===== src/hdl/ppad_pkg.sv =====
// Shared types, constants and the CORDIC angle table for the point pair angle unit.
package ppad_pkg;

	localparam int CORDIC_STAGES_DEF = 16;
	localparam int TABLE_LEN         = 24;

	localparam int COORD_W = 16;
	localparam int DIFF_W  = COORD_W + 1;
	localparam int PRESCALE = 8;
	localparam int XY_W    = 28;
	localparam int Z_W     = 25;
	localparam int FRAC_W  = 16;
	localparam int A_W     = 23;
	localparam int Q_W     = 26;
	localparam int ANGLE_W = 10;

	localparam logic MODE_ATAN2  = 1'b0;
	localparam logic MODE_SCREEN = 1'b1;

	// atan(2^-i) in degrees, 16 fractional bits, rounded to nearest
	localparam logic [A_W-1:0] ATAN_DEG_Q16 [TABLE_LEN] = '{
		23'd2949120, 23'd1740967, 23'd919879, 23'd466945,
		23'd234379,  23'd117304,  23'd58666,  23'd29335,
		23'd14668,   23'd7334,    23'd3667,   23'd1833,
		23'd917,     23'd458,     23'd229,    23'd115,
		23'd57,      23'd29,      23'd14,     23'd7,
		23'd4,       23'd2,       23'd1,      23'd0
	};

	localparam logic signed [Z_W-1:0] A_MIN_Q16 = 25'sd1;
	localparam logic signed [Z_W-1:0] A_MAX_Q16 = 25'sd5898239;
	localparam logic [Q_W-1:0] DEG180_Q16 = 26'd11796480;
	localparam logic [Q_W-1:0] DEG360_Q16 = 26'd23592960;

	localparam logic signed [ANGLE_W-1:0] ANG_0     = 10'sd0;
	localparam logic signed [ANGLE_W-1:0] ANG_90    = 10'sd90;
	localparam logic signed [ANGLE_W-1:0] ANG_NEG90 = -10'sd90;
	localparam logic signed [ANGLE_W-1:0] ANG_180   = 10'sd180;
	localparam logic signed [ANGLE_W-1:0] ANG_270   = 10'sd270;
	localparam logic signed [ANGLE_W-1:0] ANG_MIN   = -10'sd180;
	localparam logic signed [ANGLE_W-1:0] ANG_MAX   = 10'sd359;

	typedef struct packed {
		logic dx_neg;
		logic dy_neg;
		logic dx_zero;
		logic dy_zero;
	} ppad_flags_t;

	typedef struct packed {
		logic signed [XY_W-1:0] x;
		logic signed [XY_W-1:0] y;
		logic signed [Z_W-1:0]  z;
		ppad_flags_t            flags;
	} ppad_stage_t;

endpackage


===== src/hdl/point_pair_angle_degrees_unit.sv =====
// Top level of the point pair angle unit: entry stage, CORDIC cell chain and result register.
// Gives the direction from (first_x, first_y) to (second_x, second_y) in whole degrees. With
// angle_mode 0 the result follows atan2, -179..180 truncated toward zero, and equal points give
// 0; with angle_mode 1 it is 0..359 in screen quadrants (y grows downward), truncated, and
// equal points give 90. The unit takes one request every clock while the output side is not
// stalling; a request passes through the entry stage register that forms differences and
// magnitudes, the register of each CORDIC rotation cell of the chain, and the result register
// after quadrant placement. The whole chain advances together, so a stalled result holds
// every request behind it and in_stall follows the output stall directly. Write angle_mode
// only while no request is in flight; its value applies at the result register.
module point_pair_angle_degrees_unit #(
	parameter int CORDIC_STAGES = ppad_pkg::CORDIC_STAGES_DEF
) (
	input  logic               clk,
	input  logic               arst_n,
	input  logic               cfg_we,
	input  logic               cfg_wdata,
	input  logic               in_valid,
	output logic               in_stall,
	input  logic signed [15:0] first_x,
	input  logic signed [15:0] first_y,
	input  logic signed [15:0] second_x,
	input  logic signed [15:0] second_y,
	output logic               out_valid,
	input  logic               out_stall,
	output logic signed [9:0]  angle_degrees
);
	import ppad_pkg::*;

	logic                      advance;
	logic                      angle_mode_q;
	logic                      chain_valid [CORDIC_STAGES+1];
	ppad_stage_t               chain_data  [CORDIC_STAGES+1];
	logic signed [ANGLE_W-1:0] angle_next;
	logic                      out_valid_q;
	logic signed [ANGLE_W-1:0] angle_q;

	// advance the whole chain whenever the result register is empty or being taken
	assign advance  = !out_valid_q || !out_stall;
	assign in_stall = !advance;

	// mode register: hold until written
	always_ff @(posedge clk or negedge arst_n) begin
		if (!arst_n) begin
			angle_mode_q <= MODE_ATAN2;
		end else if (cfg_we) begin
			angle_mode_q <= cfg_wdata;
		end
	end

	ppad_front u_front (
		.clk       (clk),
		.arst_n    (arst_n),
		.advance   (advance),
		.in_valid  (in_valid),
		.first_x   (first_x),
		.first_y   (first_y),
		.second_x  (second_x),
		.second_y  (second_y),
		.out_valid (chain_valid[0]),
		.out_data  (chain_data[0])
	);

	// one rotation cell per CORDIC iteration, each handing its vector to the next
	for (genvar i = 0; i < CORDIC_STAGES; i++) begin : g_cell
		ppad_cell #(
			.STAGE (i)
		) u_cell (
			.clk       (clk),
			.arst_n    (arst_n),
			.advance   (advance),
			.in_valid  (chain_valid[i]),
			.in_data   (chain_data[i]),
			.out_valid (chain_valid[i+1]),
			.out_data  (chain_data[i+1])
		);
	end

	ppad_finish u_finish (
		.angle_mode (angle_mode_q),
		.in_data    (chain_data[CORDIC_STAGES]),
		.angle      (angle_next)
	);

	// result register: parts the chain from the output handshake
	always_ff @(posedge clk or negedge arst_n) begin
		if (!arst_n) begin
			out_valid_q <= 1'b0;
		end else if (advance) begin
			out_valid_q <= chain_valid[CORDIC_STAGES];
		end
	end

	always_ff @(posedge clk) begin
		if (advance) begin
			angle_q <= angle_next;
		end
	end

	assign out_valid     = out_valid_q;
	assign angle_degrees = angle_q;

	// a request in the entry stage must not move while the chain is held
	a_front_hold : assert property (@(posedge clk) disable iff (!arst_n)
		(chain_valid[0] && !advance) |=> $stable(chain_data[0]))
		else $error("entry stage changed while the chain was held");

	// x magnitude must be positive at the end of the rotation chain (catches width overflow);
	// equal points carry a null vector and are left out
	a_x_positive : assert property (@(posedge clk) disable iff (!arst_n)
		(chain_valid[CORDIC_STAGES] && !(chain_data[CORDIC_STAGES].flags.dx_zero &&
			chain_data[CORDIC_STAGES].flags.dy_zero)) |-> (chain_data[CORDIC_STAGES].x > 0))
		else $error("CORDIC x went non-positive");

	// every delivered angle lies within the union of both mode ranges
	a_angle_range : assert property (@(posedge clk) disable iff (!arst_n)
		out_valid |-> (angle_degrees >= ANG_MIN && angle_degrees <= ANG_MAX))
		else $error("angle out of range");

endmodule


===== src/hdl/ppad_front.sv =====
// Entry stage: coordinate differences, magnitudes, sign flags and CORDIC start vector.
module ppad_front (
	input  logic                          clk,
	input  logic                          arst_n,
	input  logic                          advance,
	input  logic                          in_valid,
	input  logic signed [15:0]            first_x,
	input  logic signed [15:0]            first_y,
	input  logic signed [15:0]            second_x,
	input  logic signed [15:0]            second_y,
	output logic                          out_valid,
	output ppad_pkg::ppad_stage_t         out_data
);
	import ppad_pkg::*;

	logic signed [DIFF_W-1:0] dx;
	logic signed [DIFF_W-1:0] dy;
	logic [DIFF_W-1:0]        ax;
	logic [DIFF_W-1:0]        ay;
	ppad_stage_t              start;
	logic                     valid_s1;
	ppad_stage_t              data_s1;

	assign dx = DIFF_W'(second_x) - DIFF_W'(first_x);
	assign dy = DIFF_W'(second_y) - DIFF_W'(first_y);
	assign ax = dx[DIFF_W-1] ? DIFF_W'(-dx) : DIFF_W'(dx);
	assign ay = dy[DIFF_W-1] ? DIFF_W'(-dy) : DIFF_W'(dy);

	always_comb begin
		start.x             = XY_W'({ax[COORD_W-1:0], PRESCALE'(0)});
		start.y             = XY_W'({ay[COORD_W-1:0], PRESCALE'(0)});
		start.z             = '0;
		start.flags.dx_neg  = dx[DIFF_W-1];
		start.flags.dy_neg  = dy[DIFF_W-1];
		start.flags.dx_zero = (dx == '0);
		start.flags.dy_zero = (dy == '0);
	end

	always_ff @(posedge clk or negedge arst_n) begin
		if (!arst_n) begin
			valid_s1 <= 1'b0;
		end else if (advance) begin
			valid_s1 <= in_valid;
		end
	end

	always_ff @(posedge clk) begin
		if (advance) begin
			data_s1 <= start;
		end
	end

	assign out_valid = valid_s1;
	assign out_data  = data_s1;

endmodule


===== src/hdl/ppad_cell.sv =====
// One vectoring CORDIC rotation cell with its own pipeline register.
module ppad_cell #(
	parameter int STAGE = 0
) (
	input  logic                  clk,
	input  logic                  arst_n,
	input  logic                  advance,
	input  logic                  in_valid,
	input  ppad_pkg::ppad_stage_t in_data,
	output logic                  out_valid,
	output ppad_pkg::ppad_stage_t out_data
);
	import ppad_pkg::*;

	localparam logic signed [Z_W-1:0] ATAN_STEP = Z_W'(ATAN_DEG_Q16[STAGE]);

	logic signed [XY_W-1:0] xs;
	logic signed [XY_W-1:0] ys;
	ppad_stage_t            next;
	logic                   valid_q;
	ppad_stage_t            data_q;

	assign xs = in_data.x >>> STAGE;
	assign ys = in_data.y >>> STAGE;

	// rotate towards the x axis, steering on the sign of y
	always_comb begin
		next = in_data;
		if (!in_data.y[XY_W-1]) begin
			next.x = in_data.x + ys;
			next.y = in_data.y - xs;
			next.z = in_data.z + ATAN_STEP;
		end else begin
			next.x = in_data.x - ys;
			next.y = in_data.y + xs;
			next.z = in_data.z - ATAN_STEP;
		end
	end

	always_ff @(posedge clk or negedge arst_n) begin
		if (!arst_n) begin
			valid_q <= 1'b0;
		end else if (advance) begin
			valid_q <= in_valid;
		end
	end

	always_ff @(posedge clk) begin
		if (advance) begin
			data_q <= next;
		end
	end

	assign out_valid = valid_q;
	assign out_data  = data_q;

endmodule


===== src/hdl/ppad_finish.sv =====
// Quadrant placement, special cases and truncation to whole degrees.
module ppad_finish (
	input  logic                          angle_mode,
	input  ppad_pkg::ppad_stage_t         in_data,
	output logic signed [9:0]             angle
);
	import ppad_pkg::*;

	logic [A_W-1:0]            a;
	logic [Q_W-1:0]            a_q;
	logic [Q_W-1:0]            mag_q;
	logic [Q_W-1:0]            full_q;
	logic signed [ANGLE_W-1:0] mag;
	ppad_flags_t               f;

	assign f = in_data.flags;

	// clamp to the open first quadrant
	always_comb begin
		if (in_data.z < A_MIN_Q16) begin
			a = A_W'(A_MIN_Q16);
		end else if (in_data.z > A_MAX_Q16) begin
			a = A_W'(A_MAX_Q16);
		end else begin
			a = in_data.z[A_W-1:0];
		end
	end

	assign a_q   = Q_W'(a);
	assign mag_q = f.dx_neg ? DEG180_Q16 - a_q : a_q;
	assign mag   = mag_q[FRAC_W +: ANGLE_W];

	always_comb begin
		priority if (!f.dx_neg && f.dy_neg) begin
			full_q = DEG360_Q16 - a_q;
		end else if (f.dx_neg && f.dy_neg) begin
			full_q = DEG180_Q16 + a_q;
		end else if (f.dx_neg) begin
			full_q = DEG180_Q16 - a_q;
		end else begin
			full_q = a_q;
		end
	end

	always_comb begin
		unique case (angle_mode)
			MODE_ATAN2: begin
				priority if (f.dx_zero && f.dy_zero) begin
					angle = ANG_0;
				end else if (f.dx_zero) begin
					angle = f.dy_neg ? ANG_NEG90 : ANG_90;
				end else if (f.dy_zero) begin
					angle = f.dx_neg ? ANG_180 : ANG_0;
				end else begin
					angle = f.dy_neg ? -mag : mag;
				end
			end
			MODE_SCREEN: begin
				priority if (f.dx_zero) begin
					angle = f.dy_neg ? ANG_270 : ANG_90;
				end else if (f.dy_zero) begin
					angle = f.dx_neg ? ANG_180 : ANG_0;
				end else begin
					angle = full_q[FRAC_W +: ANGLE_W];
				end
			end
			default: begin
				angle = ANG_0;
			end
		endcase
	end

endmodule


===== config.mk =====
export PLATFORM = sky130hd
export DESIGN_NAME = point_pair_angle_degrees_unit
export DESIGN_NICKNAME = d
export VERILOG_FILES = /design/src/hdl/ppad_pkg.sv /design/src/hdl/point_pair_angle_degrees_unit.sv /design/src/hdl/ppad_front.sv /design/src/hdl/ppad_cell.sv /design/src/hdl/ppad_finish.sv
export SDC_FILE = /design/constraint.sdc
export NUM_CORES = 2
export LEC_CHECK = 0
export BUFFER_PORTS_ARGS = -buffer_cell sky130_fd_sc_hd__buf_2
export CORE_UTILIZATION = 25
export DETAILED_ROUTE_END_ITERATION = 10
export GPL_TIMING_DRIVEN = 1
export HOLD_SLACK_MARGIN = 0.02
export SKIP_CTS_REPAIR_TIMING = 1
export SYNTH_ARGS = -nofsm -noshare
export SYNTH_HDL_FRONTEND = slang
export SYNTH_SLANG_ARGS = --single-unit

===== constraint.sdc =====
create_clock -name clk -period 76.4 [get_ports clk]
set_input_delay 19.1 -clock clk [delete_from_list [all_inputs] [get_ports clk]]
set_output_delay 19.1 -clock clk [all_outputs]
set_load 0.02 [all_outputs]

==> results.md <==
- Post-synth EDFFs: 1162
- Worst Hold Class: reg2reg
- Vias: 69800
- Crit path launch type: input port
- Fin. Hold Viols: 0
- Minimum clock period: 38.85 ns
- Synth cell types: 93
- Initial antenna violation count: 3
- Row cnt: 225
- Non-Filler Cell Area, Final: 106000 µm²
- Post-synthesis cell area: 94800 µm²
- Yosys reg bits: 1181
- Remaining global-route overflow: 0
- Prevailing post-synth register cell: edfxtp_1
- Max cap viols: 0
- Antenna Nets Post-Route: 0
- Nets: 11100
- Layout cells sized above 1: 4.62%
- Avg Cell Area, Syn: 9.74 µm²
- Clk sinks: 1181
- Die Area: 382000 µm²
- RD Place Congestion: 0.876
- Worst skew pair latency: 0.82 ns
- H-tree levels: 4
- Sequential element share of the synthesized area: 37.3%
- CTS Buf Count: 145
- First-pass DRT Iterations: 8
- Max-slew violation count: 0
- Syn Nets: 10900
- Syn-to-layout area delta: 11.6%
- Final Core Density: 28.1%
- Initial Utilization: 25.2%
- WP data arrival: 19.75 ns
- Die height: 618 µm
- CTS tree: built
- Gr usage total: 10.5%
- CTS Buffer Depth: 4
- Crit Path Category: in2out
- Yosys warnings: 0
- Routed WL per cell: 14.0 µm
- Worst-path clk slew: 0.06 ns
- Data required, critical path: 57.30 ns
- Dpl cells: 14700
- Global-route wire length before repair: 338 mm
- Core ar.: 377000 µm²
- Number of global-route vias before repair: 67800
- DR vias/cell: 4.67
- Placed inst area: 101000 µm²
- Largest net degree at the start of global routing: 169
- Total DRC errors in the routed layout: 0
- Die Wd: 618 µm
- Post-route insts no fill: 15000
- Number of fill cells in the layout: 39500
- CP Max Fanout: 3
- Outcome: completed
- # IOs: 82
- Root Buffer Master: clkbuf_16
- Setup TNS: 0 ns
- Clock skew: 0.0765 ns
- Post-detail-place hpwl: 165 mm
- Post-synth ARST share: 1.61%
- Worst Setup End Kind: output pin
- 1st-iter DRT viols: 3232
- RSZ-0062 raised after global routing: false
- Max-slew headroom: 16.7%
- Peak Freq: 25.7 MHz
- Drt total wl: 210 mm
- Syn Inst Count: 9736
- Final period utilization: 50.9%
- Port Buffers: 81
- Worst-Margin Slew: 1.23 ns
- Setup Viol. Count Final: 0
[critical path, cell delays in order]
cell     delay (ns)
buf_2          0.10
nand2_4        0.13
inv_1          0.19
buf_2          0.21
[cell families (layout without fill, tap and decap cells)]
kind of cell	count (synthesis)	count (layout)	share of synthesized area, %
DFF	1181	1181	37.3
buffers and inverters	583	816	2.32
xor gates and xnor gates	1359	1359	12.5
adders and majority gates	1116	1116	15.0
muxes	71	71	0.821
and+or+nand+nor	2701	2701	13.7
other	0	3	0
AOI/OAI and AO/OA	2725	2725	18.4
[layout by cell type (no fill, tap or decap), types with 40 or more instances in the layout]
| master | count |
|---|---|
| a211oi_1 | 108 |
| a21o_1 | 329 |
| a21oi_1 | 957 |
| a31oi_1 | 102 |
| and2_1 | 69 |
| and3_1 | 112 |
| buf_2 | 81 |
| buf_4 | 40 |
| clkbuf_16 | 148 |
| edfxtp_1 | 1162 |
| ha_1 | 1081 |
| inv_1 | 440 |
| mux2_2 | 54 |
| nand2_1 | 498 |
| nand2b_1 | 127 |
| nand3_1 | 156 |
| nand4_1 | 40 |
| nor2_1 | 924 |
| nor2b_1 | 122 |
| nor3_1 | 319 |
| nor4_1 | 88 |
| o211ai_1 | 43 |
| o21a_1 | 194 |
| o21ai_0 | 439 |
| o21bai_1 | 122 |
| or3_1 | 100 |
| xnor2_1 | 889 |
| xor2_1 | 470 |
[layout make-up]
cell class	instances	area (µm²)	share of cell area, %
Antenna cell	3	7.51	0.00710
Clock buffer	172	3820	3.61
Clock inverter	79	669	0.633
Inverter	442	1660	1.57
Multi-Input combinational cell	7972	57300	54.1
Sequential cell	1181	35400	33.4
Tap cell	4994	6250	5.91
Timing Repair Buffer	123	746	0.705
[per-stage QoR]
stage	hold WS [ns]	setup slack [ns]
detailed placement	0.405	37.41
global route	0.393	37.44
global placement	0.402	37.41
CTS	0.383	37.41
floorplan	0.400	1.20
finish	0.402	37.55
[synthesized netlist by cell type (19+ instances only)]
library cell / count / share of area (%)
ha_1: 1081 / 14
fa_1: 35 / 0.74
or2_2: 38 / 0.25
and3_1: 112 / 0.74
a211o_1: 33 / 0.30
xor2_1: 470 / 4.3
o31a_1: 30 / 0.28
o2111ai_1: 21 / 0.19
inv_1: 440 / 1.7
a211oi_1: 108 / 0.85
nor3_1: 319 / 1.7
nand4_1: 40 / 0.26
a21boi_0: 26 / 0.21
dfrtp_1: 19 / 0.50
a21oi_1: 957 / 5.0
a31oi_1: 102 / 0.67
edfxtp_1: 1162 / 37
o21ai_0: 439 / 2.3
a21o_1: 329 / 2.6
xnor2_1: 889 / 8.2
nor2b_1: 122 / 0.80
and2_1: 69 / 0.46
o21bai_1: 122 / 0.97
nand2b_1: 127 / 0.84
o31ai_1: 36 / 0.28
nand3_1: 156 / 0.82
buf_1: 21 / 0.083
or4_1: 22 / 0.17
nor3b_1: 22 / 0.17
mux2_2: 54 / 0.64
nor2_1: 924 / 3.7
nand2_1: 499 / 2.0
o211ai_1: 43 / 0.34
o41ai_1: 36 / 0.33
clkbuf_1: 111 / 0.44
nor4_1: 88 / 0.58
o21a_1: 194 / 1.5
a41oi_1: 26 / 0.24
or3_1: 100 / 0.66
[per-layer routing]
layer	up-vias	track usage [%]	routed length, µm
met2	965	20.2	108000
met4	0	4.68	9610
met1	32100	11.4	86500
met3	434	1.38	5870
li1	36400	-	-
met5	-	0	0
[flip-flops by register name, indices dropped and copies added, names as in the netlist]
signal and count:
g_cell.u_cell.out_data 1116, out_valid 1, u_front.out_data 36, g_cell.u_cell.out_valid 16, angle_mode_q 1, angle_degrees 10, u_front.out_valid 1
[path summary, 6_finish.rpt]
check	slack, ns	end	from	cells after the start
setup reg to reg	70.53	g_cell[13].u_cell.out_data[84]$_DFFE_PN_	g_cell[12].u_cell.out_data[46]$_DFFE_PN_	15
hold reg to reg	0.40	g_cell[2].u_cell.out_data[1]$_DFFE_PN_	g_cell[1].u_cell.out_data[1]$_DFFE_PN_	0
max in group asynchronous	57.81	g_cell[0].u_cell.out_valid$_DFFE_PN0N_	arst_n	1
setup / recovery	37.55	in_stall	out_stall	4
hold / removal	0.40	g_cell[2].u_cell.out_data[1]$_DFFE_PN_	g_cell[1].u_cell.out_data[1]$_DFFE_PN_	0
min in group asynchronous	18.23	angle_mode_q$_DFFE_PN0P_	arst_n	1
Power is left out: the tool's default activity adds up to more than one toggle a clock period on the data nets, which glitch-free logic cannot reach.
